[src/hdl/rsd_pkg.sv]
// ----------------------------------------------------------------------------
// rsd_pkg
// Shared types and constants for the record sort-by-date block.
// ----------------------------------------------------------------------------
package rsd_pkg;

    localparam int MAX_RECORDS_DEF = 64;

    localparam int ID_W    = 27;
    localparam int DAY_W   = 5;
    localparam int MONTH_W = 4;
    localparam int YEAR_W  = 14;
    localparam int KEY_W   = YEAR_W + MONTH_W + DAY_W;

    typedef struct packed {
        logic [ID_W-1:0]    id;
        logic [YEAR_W-1:0]  year;
        logic [MONTH_W-1:0] month;
        logic [DAY_W-1:0]   day;
    } rec_t;

    localparam int REC_W = $bits(rec_t);

    typedef enum logic [2:0] {
        S_LOAD,
        S_NEXT,
        S_HELD,
        S_CMP,
        S_PLACE,
        S_EMIT_LD,
        S_EMIT_OUT
    } state_t;

    function automatic logic [KEY_W-1:0] date_key(input rec_t r);
        return {r.year, r.month, r.day};
    endfunction

endpackage

[src/hdl/rsd_store.sv]
// ----------------------------------------------------------------------------
// rsd_store
// Record memory: one write port, one read port with registered read data.
// ----------------------------------------------------------------------------
module rsd_store #(
    parameter int DEPTH = rsd_pkg::MAX_RECORDS_DEF,
    parameter int AW    = $clog2(DEPTH)
) (
    input  logic          clk,
    input  logic          we,
    input  logic [AW-1:0] waddr,
    input  rsd_pkg::rec_t wdata,
    input  logic [AW-1:0] raddr,
    output rsd_pkg::rec_t rdata
);
    import rsd_pkg::*;

    rec_t mem [DEPTH];
    rec_t rdata_reg;

    always_ff @(posedge clk)
    begin
        if (we)
        begin
            mem[waddr] <= wdata;
        end
    end

    always_ff @(posedge clk)
    begin
        rdata_reg <= mem[raddr];
    end

    assign rdata = rdata_reg;

endmodule

[src/hdl/rsd_key_cmp.sv]
// ----------------------------------------------------------------------------
// rsd_key_cmp
// Date compare unit: high when record a sorts strictly after record b.
// ----------------------------------------------------------------------------
module rsd_key_cmp (
    input  rsd_pkg::rec_t a,
    input  rsd_pkg::rec_t b,
    output logic          a_after_b
);
    import rsd_pkg::*;

    logic [KEY_W-1:0] key_a;
    logic [KEY_W-1:0] key_b;

    assign key_a     = date_key(a);
    assign key_b     = date_key(b);
    assign a_after_b = key_a > key_b;

endmodule

[src/hdl/rsd_seq.sv]
// ----------------------------------------------------------------------------
// rsd_seq
// Sequencer: loads records, runs the insertion sort over the store through
// the compare unit, then streams the sorted words out.
// ----------------------------------------------------------------------------
module rsd_seq #(
    parameter int MAX_RECORDS = rsd_pkg::MAX_RECORDS_DEF,
    parameter int AW          = $clog2(MAX_RECORDS),
    parameter int CW          = $clog2(MAX_RECORDS + 1)
) (
    input  logic                      clk,
    input  logic                      rst_n,
    input  logic                      rec_valid,
    output logic                      rec_stall,
    input  logic [rsd_pkg::ID_W-1:0]    record_id,
    input  logic [rsd_pkg::DAY_W-1:0]   birth_day,
    input  logic [rsd_pkg::MONTH_W-1:0] birth_month,
    input  logic [rsd_pkg::YEAR_W-1:0]  birth_year,
    input  logic                      last_record,
    output logic                      out_valid,
    input  logic                      out_stall,
    output rsd_pkg::rec_t             out_rec,
    output logic                      out_last,
    output logic                      records_dropped,
    output logic                      mem_we,
    output logic [AW-1:0]             mem_waddr,
    output rsd_pkg::rec_t             mem_wdata,
    output logic [AW-1:0]             mem_raddr,
    input  rsd_pkg::rec_t             mem_rdata,
    output rsd_pkg::rec_t             cmp_a,
    output rsd_pkg::rec_t             cmp_b,
    input  logic                      cmp_gt
);
    import rsd_pkg::*;

    state_t        state_reg, state_next;
    logic [CW-1:0] count_reg, count_next;
    logic          ovf_reg, ovf_next;
    logic [CW-1:0] i_reg, i_next;
    logic [AW-1:0] pos_reg, pos_next;
    logic [AW-1:0] k_reg, k_next;
    rec_t          held_reg, held_next;
    rec_t          out_rec_reg, out_rec_next;
    logic          out_last_reg, out_last_next;
    logic          out_drop_reg, out_drop_next;
    rec_t          in_rec;

    assign in_rec = '{id: record_id, year: birth_year, month: birth_month, day: birth_day};

    assign cmp_a = mem_rdata;
    assign cmp_b = held_reg;

    assign rec_stall       = state_reg != S_LOAD;
    assign out_valid       = state_reg == S_EMIT_OUT;
    assign out_rec         = out_rec_reg;
    assign out_last        = out_last_reg;
    assign records_dropped = out_drop_reg;

    always_ff @(posedge clk or negedge rst_n)
    begin
        if (!rst_n)
        begin
            state_reg <= S_LOAD;
            count_reg <= '0;
            ovf_reg   <= 1'b0;
            i_reg     <= '0;
            pos_reg   <= '0;
            k_reg     <= '0;
        end
        else
        begin
            state_reg <= state_next;
            count_reg <= count_next;
            ovf_reg   <= ovf_next;
            i_reg     <= i_next;
            pos_reg   <= pos_next;
            k_reg     <= k_next;
        end
    end

    always_ff @(posedge clk)
    begin
        held_reg     <= held_next;
        out_rec_reg  <= out_rec_next;
        out_last_reg <= out_last_next;
        out_drop_reg <= out_drop_next;
    end

    always_comb
    begin
        state_next    = state_reg;
        count_next    = count_reg;
        ovf_next      = ovf_reg;
        i_next        = i_reg;
        pos_next      = pos_reg;
        k_next        = k_reg;
        held_next     = held_reg;
        out_rec_next  = out_rec_reg;
        out_last_next = out_last_reg;
        out_drop_next = out_drop_reg;
        mem_we        = 1'b0;
        mem_waddr     = pos_reg;
        mem_wdata     = held_reg;
        mem_raddr     = '0;

        unique case (state_reg)
            S_LOAD:
            begin
                if (rec_valid)
                begin
                    if (count_reg < CW'(MAX_RECORDS))
                    begin
                        mem_we     = 1'b1;
                        mem_waddr  = count_reg[AW-1:0];
                        mem_wdata  = in_rec;
                        count_next = count_reg + CW'(1);
                    end
                    else
                    begin
                        ovf_next = 1'b1;
                    end
                    if (last_record)
                    begin
                        i_next     = CW'(1);
                        state_next = S_NEXT;
                    end
                end
            end
            S_NEXT:
            begin
                if (i_reg == count_reg)
                begin
                    mem_raddr  = '0;
                    k_next     = '0;
                    state_next = S_EMIT_LD;
                end
                else
                begin
                    mem_raddr  = i_reg[AW-1:0];
                    state_next = S_HELD;
                end
            end
            S_HELD:
            begin
                held_next  = mem_rdata;
                pos_next   = i_reg[AW-1:0];
                mem_raddr  = i_reg[AW-1:0] - AW'(1);
                state_next = S_CMP;
            end
            S_CMP:
            begin
                mem_we    = 1'b1;
                mem_waddr = pos_reg;
                if (cmp_gt)
                begin
                    mem_wdata = mem_rdata;
                    pos_next  = pos_reg - AW'(1);
                    if (pos_reg == AW'(1))
                    begin
                        state_next = S_PLACE;
                    end
                    else
                    begin
                        mem_raddr = pos_reg - AW'(2);
                    end
                end
                else
                begin
                    mem_wdata  = held_reg;
                    i_next     = i_reg + CW'(1);
                    state_next = S_NEXT;
                end
            end
            S_PLACE:
            begin
                mem_we     = 1'b1;
                mem_waddr  = pos_reg;
                mem_wdata  = held_reg;
                i_next     = i_reg + CW'(1);
                state_next = S_NEXT;
            end
            S_EMIT_LD:
            begin
                out_rec_next  = mem_rdata;
                out_last_next = (CW'(k_reg) + CW'(1)) == count_reg;
                out_drop_next = ovf_reg;
                state_next    = S_EMIT_OUT;
            end
            S_EMIT_OUT:
            begin
                if (!out_stall)
                begin
                    if (out_last_reg)
                    begin
                        count_next = '0;
                        ovf_next   = 1'b0;
                        state_next = S_LOAD;
                    end
                    else
                    begin
                        k_next     = k_reg + AW'(1);
                        mem_raddr  = k_reg + AW'(1);
                        state_next = S_EMIT_LD;
                    end
                end
            end
            default:
            begin
                state_next = S_LOAD;
            end
        endcase
    end

`ifndef SYNTHESIS
    a_count_range: assert property (@(posedge clk) disable iff (!rst_n)
        count_reg <= CW'(MAX_RECORDS))
        else $error("record count above capacity");

    a_no_overlap: assert property (@(posedge clk) disable iff (!rst_n)
        !rec_stall |-> !out_valid)
        else $error("loading while a sorted word is pending");

    a_last_starts_sort: assert property (@(posedge clk) disable iff (!rst_n)
        (rec_valid && !rec_stall && last_record) |=> rec_stall)
        else $error("last record did not start the sort");

    a_pos_below_i: assert property (@(posedge clk) disable iff (!rst_n)
        (state_reg == S_CMP) |-> (CW'(pos_reg) <= i_reg && pos_reg != '0))
        else $error("insert position out of range");

    a_clear_after_last: assert property (@(posedge clk) disable iff (!rst_n)
        (out_valid && !out_stall && out_last) |=> (count_reg == '0 && !ovf_reg))
        else $error("batch state not cleared after final word");
`endif

endmodule

[src/hdl/record_sort_by_date_top.sv]
// ----------------------------------------------------------------------------
// record_sort_by_date_top
// Batch sorter: stores dated records, stable insertion sort by date, emits.
// ----------------------------------------------------------------------------
// Load: one record word per cycle until the word marked last.
// Sort: each record after the first is held, then compared with earlier ones in turn,
//   later-dated ones moving up a slot; the single port pair and compare unit serialise it.
// Emit: sorted words go out one by one, held under back-pressure; input stalls meanwhile.
// Reset clears the sequencer, record count and overflow flag; store untouched.
module record_sort_by_date_top #(
    parameter int MAX_RECORDS = rsd_pkg::MAX_RECORDS_DEF
) (
    input  logic                        clk,
    input  logic                        rst_n,
    input  logic                        rec_valid,
    output logic                        rec_stall,
    input  logic [rsd_pkg::ID_W-1:0]    record_id,
    input  logic [rsd_pkg::DAY_W-1:0]   birth_day,
    input  logic [rsd_pkg::MONTH_W-1:0] birth_month,
    input  logic [rsd_pkg::YEAR_W-1:0]  birth_year,
    input  logic                        last_record,
    output logic                        out_valid,
    input  logic                        out_stall,
    output logic [rsd_pkg::ID_W-1:0]    out_id,
    output logic [rsd_pkg::DAY_W-1:0]   out_day,
    output logic [rsd_pkg::MONTH_W-1:0] out_month,
    output logic [rsd_pkg::YEAR_W-1:0]  out_year,
    output logic                        out_last,
    output logic                        records_dropped
);
    import rsd_pkg::*;

    localparam int AW = $clog2(MAX_RECORDS);
    localparam int CW = $clog2(MAX_RECORDS + 1);

    logic          mem_we;
    logic [AW-1:0] mem_waddr;
    logic [AW-1:0] mem_raddr;
    rec_t          mem_wdata;
    rec_t          mem_rdata;
    rec_t          cmp_a;
    rec_t          cmp_b;
    logic          cmp_gt;
    rec_t          out_rec;

    rsd_store #(
        .DEPTH (MAX_RECORDS),
        .AW    (AW)
    ) u_store (
        .clk   (clk),
        .we    (mem_we),
        .waddr (mem_waddr),
        .wdata (mem_wdata),
        .raddr (mem_raddr),
        .rdata (mem_rdata)
    );

    rsd_key_cmp u_cmp (
        .a         (cmp_a),
        .b         (cmp_b),
        .a_after_b (cmp_gt)
    );

    rsd_seq #(
        .MAX_RECORDS (MAX_RECORDS),
        .AW          (AW),
        .CW          (CW)
    ) u_seq (
        .clk             (clk),
        .rst_n           (rst_n),
        .rec_valid       (rec_valid),
        .rec_stall       (rec_stall),
        .record_id       (record_id),
        .birth_day       (birth_day),
        .birth_month     (birth_month),
        .birth_year      (birth_year),
        .last_record     (last_record),
        .out_valid       (out_valid),
        .out_stall       (out_stall),
        .out_rec         (out_rec),
        .out_last        (out_last),
        .records_dropped (records_dropped),
        .mem_we          (mem_we),
        .mem_waddr       (mem_waddr),
        .mem_wdata       (mem_wdata),
        .mem_raddr       (mem_raddr),
        .mem_rdata       (mem_rdata),
        .cmp_a           (cmp_a),
        .cmp_b           (cmp_b),
        .cmp_gt          (cmp_gt)
    );

    assign out_id    = out_rec.id;
    assign out_day   = out_rec.day;
    assign out_month = out_rec.month;
    assign out_year  = out_rec.year;

endmodule
[config.mk]
export PLATFORM = sky130hd
export DESIGN_NAME = record_sort_by_date_top
export DESIGN_NICKNAME = d
export VERILOG_FILES = /design/src/hdl/rsd_pkg.sv /design/src/hdl/rsd_store.sv /design/src/hdl/rsd_key_cmp.sv /design/src/hdl/rsd_seq.sv /design/src/hdl/record_sort_by_date_top.sv
export SDC_FILE = /design/constraint.sdc
export NUM_CORES = 2
export LEC_CHECK = 0
export BUFFER_PORTS_ARGS = -buffer_cell sky130_fd_sc_hd__buf_2
export CAP_MARGIN = 20
export CORE_AREA = 5 5 557 670
export CTS_CLUSTER_SIZE = 24
export DETAILED_ROUTE_END_ITERATION = 8
export DIE_AREA = 0 0 562 675
export GPL_TIMING_DRIVEN = 0
export HOLD_SLACK_MARGIN = 0.08
export PLACE_DENSITY_LB_ADDON = 0.12
export SLEW_MARGIN = 20
export SYNTH_ARGS = -nofsm -noshare
export SYNTH_HDL_FRONTEND = slang
export SYNTH_SLANG_ARGS = --single-unit
export TNS_END_PERCENT = 5
[constraint.sdc]
create_clock -name clk -period 10.93 [get_ports clk]
set_clock_uncertainty 0.15 [all_clocks]
set_input_delay 2.186 -clock clk [delete_from_list [all_inputs] [get_ports clk]]
set_output_delay 2.186 -clock clk [all_outputs]
set_load 0.1 [all_outputs]
==> results.txt <==
- TritonCTS clock tree: yes
* Sequential fraction of the synthesis area: 77.0%
- The final critical path takes up 74.5% of the cycle.
- Summing the areas of all xor and xnor instances in the mapped netlist gives 0.180% of the synthesized area.
- For this run, the post-layout net count is 7417.
* Area of the mapped netlist: 0.131 mm²
- Most used flip-flop cell after synthesis: edfxtp_1
- Antenna viol nets, final: 0
- Crit-path slowest cell: dfxtp_1
* Logic gate share of total power: 43.0%
- Yosys mapped a number of flops with a built-in enable equal to 3302.
- Max-cap violations in this run came to 0.
- Sequential cells account for 34.1% of the total power.
- Number of hold buffers added after CTS: 0
- Internal: 30900 µW
- Net switching is 40.9% of the power.
* Io pins: 109
- Among the stages of the critical path, the cell type that occurs most often is buf_2.
* Run status: finished with violations
- Number of placement rows: 244
- Worst Max-Slew Pin Slew: 1310 ps
* Detailed-route via count: 76168
- Maximum number of pins on one net before global-route repair: 65
- Mux cell area share after synthesis: 12.7%
* Detailed-placement wirelength estimate: 399000 µm
- Floorplan Core Area: 0.366 mm²
- CTS Buf Count: 347
- The first global-routing pass estimated 711000 µm of wire.
- By area, the combinational part of the netlist is dominated by multiplexers.
- Port bufs: 108
* Complex-gate fraction of the synthesized area: 4.83%
- RSZ-0062 raised after global routing: false
* Multi-input logic area: 0.0286 mm²
- Fmax achieved: 123 MHz
- Syn nets: 6595
- Data arrives at the worst endpoint at 8690 ps.
- The final reports fail on DRC.
- Counting distinct cell types in the post-synthesis netlist gives 90.
* Starting Density: 35.8%
- Post-CTS Setup Bufs: 0
- Share of final-layout standard cells stronger than drive strength 1: 27.5%
- After detailed routing, the number of remaining DRC violations is 2.
- The worst setup path is of the register to register kind.
* Adder-cell share of the synthesized area: 0.296%
* Total track usage: 28.4%
- Clk network pwr share: 22.9%
- Net switching power figure: 21400 µW
- Total congestion overflow after global routing: 0
- Number of clock sinks: 3382
- Fill cell count: 31565
- The die covers 0.379 mm².
- The number of antenna violations at the first check in global routing came to 44.
- After clock tree synthesis, the clock-pin slew on the worst setup and hold paths is 60 ps.
- VDD IR max: 0.243 mV
* Layout overhead on the synthesized area: 20.3%
* Vias in the first global route: 72124
- Critical path cell sequence: ha_1 -> nand4_1 -> o22ai_1 -> a2111o_1 -> or3_1 -> buf_2 -> buf_2 -> a22oi_1 -> a221o_1 -> buf_2 -> buf_2 -> o22ai_1 -> o21ai_0 -> o31ai_1 -> o22ai_1
* Worst-Skew Late Latency: 940 ps
- In this run the worst path has a maximum fanout of 10.
* Headroom to the max-slew limit: 12.6%
- Counting flops per register, the top entry is u_store.mem.
- Gate count after technology mapping: 6509
- DRT iter0 DRCs: 11293
* Total power divided by cell area: 331 mW/mm²
- Async set-reset flop share out of synthesis: 0.887%
* LEAKAGE: 0.0515 µW
- Placer congestion estimate: 0.892
- The die is 562 µm wide.
- After detailed routing, the number of vias per cell comes to 6.13.
- The floorplan step set the die height to 675 µm.
- Critical path capture point type: register
- The final max-slew violation count was 0.
* Final hold violation count: 0
- DRT Pass-1 Iters: 9
* HP Class: register to register
- Counting flops and latches in the post-synthesis netlist gives 3382.
* Number of warnings reported in the yosys synthesis log: 0
* Final Critical Period: 8140 ps
* Number of flip-flops in the largest register: 3200
- Share of the core filled with cells in the final layout: 43.1%
- The clock passes through at most 4 buffers.
* PostCTS Resize Cnt: 0
- Summed over all failing endpoints, the final setup total negative slack is 0 ps.
- Post-synthesis average cell area: 20.1 µm²
- The worst setup path is launched from a register.
- The root buffer cell chosen for the clock tree is clkbuf_16.
- CTS built an H-tree with a depth of 5.
- Total of endpoints with negative setup slack in the final report: 0
* Register area: 0.101 mm²
* Wire length reported by the detailed router: 552000 µm
* Post-synthesis simple-gate area fraction: 3.03%
- Data on the critical path is required at its endpoint by 11470 ps.
- After detailed routing, the average wire length per cell comes to 44.4 µm.
- For this run, the slowest stage of the critical path takes 1130 ps.
metal layers:
layer	wire, µm	vias to the layer above	GRT usage [%]
met5	59	-	0
met4	35100	8	15.0
met3	54000	1077	6.45
met2	256000	4828	44.9
met1	207000	41534	36.8
li1	-	28721	-
path summary, 6_finish.rpt:
check | from | endpoint | slack, ps | depth (start not counted)
min in group asynchronous | rst_n | u_seq.i_reg[0] | 1170 | 1
worst max register to register | u_store.rdata[19] | u_store.rdata[12] | 2790 | 15
max in group asynchronous | rst_n | u_seq.k_reg[4] | 8930 | 1
worst min-delay path | u_seq.ovf_reg | u_seq.records_dropped | 290 | 0
worst min register to register | u_seq.ovf_reg | u_seq.records_dropped | 290 | 0
worst max-delay path | u_store.rdata[19] | u_store.rdata[12] | 2790 | 15
per-stage QoR:
stage               setup WS [ps]  hold slack, ps  std cells  power (µW)  instance area, µm²
floorplan                    3450             275       6509       29000              131000
global placement            -6580             283      11414       39200              138000
detailed placement           3200             290      11779       40300              147000
CTS                          3280             306      12401       52100              158000
global route                 3060             324      12402       53400              158000
finish                       2790             291      12420       52300              158000
critical path, delay by kind of cell (launching register included):
family / cells / cell delay [ps]
buffers and inverters: 4 / 1510
adders and majority gates: 1 / 410
DFF: 1 / 1130
AOI/OAI and AO/OA: 8 / 3830
and+or+nand+nor: 2 / 860
synth_stat cells (10+ instances only):
cell type  count  area, µm²
or3_1         18        113
buf_8         12        180
a22oi_1       74        556
edfxtp_1    3302      99200
a22o_1        25        219
nand2_1      529       1990
buf_12        24        480
dfxtp_1       50       1000
a31oi_1       11       68.8
nand2b_1      15       93.8
a21oi_1      192        961
o211ai_1      11       82.6
a211oi_1      39        293
nand3_1       43        215
o22ai_1      119        744
o21ai_0       95        475
xor2_1        17        149
dfrtp_1       30        751
inv_1         34        128
buf_1         24       90.1
a211o_1       36        315
a21o_1        10       75.1
o32ai_1       15        131
nor2_1       145        544
o221ai_1      26        228
ha_1          31        388
mux2i_1      225       2250
mux2_2        13        146
buf_4         38        285
nor4_1        51        319
nand4_1       12       75.1
a221oi_1      51        447
clkbuf_1     126        473
nor3_1        41        205
buf_2        117        586
o221ai_2      27        405
o31ai_1       62        465
buf_6         31        349
mux4_2       634      14300
xnor2_1       10       87.6
power by group through the flow:
stage          Clock [µW]  Combinational (µW)  Sequential (µW)
3_5_place_dp            0               22200            18100
5_1_grt             12600               22900            17900
2_1_floorplan           0               10700            18300
6_report            12000               22500            17800
4_1_cts             12100               22200            17800
3_3_place_gp            0               20600            18600
cell usage in the layout (no fill, tap or decap), drive strengths merged, types with 12 or more instances in the layout:
cell	synthesis	layout
xor2	17	17
ha	31	31
o221ai	53	53
a2111oi	19	19
clkinv	1	127
buf	246	719
a31oi	12	12
diode	0	19
a21oi	193	193
clkbuf	126	571
edfxtp	3302	3302
a22o	25	25
nor4	52	52
inv	34	44
a211o	36	36
mux2i	225	225
or3	18	18
o32ai	15	15
nor3	43	43
dfxtp	50	50
o22ai	124	124
a221oi	52	52
mux4	635	635
dfrtp	30	30
a22oi	74	74
nand2	530	530
nand2b	16	16
mux2	14	14
o31ai	62	62
nor2	148	148
bufinv	0	32
nand3	43	43
a211oi	39	39
o21ai	100	100
nand4	12	12
layout make-up:
cell class                      count  area share, %
Multi-Input combinational cell   2720           18.1
Tap cell                         4797           3.81
Antenna cell                       19         0.0301
Sequential cell                  3382           64.0
Inverter                           35         0.0865
Clock inverter                    177           1.13
Clock buffer                      445           5.93
Buffer                            372           1.61
Timing Repair Buffer              473           5.32
logic make-up after synthesis:
family	Yosys count
compound gates	882
simple gates	906
fa+ha+maj	31
mux	874
flops	3382
xor+xnor	27
buf+inv	407
No activity file was read; power rests on OpenSTA's default activity.
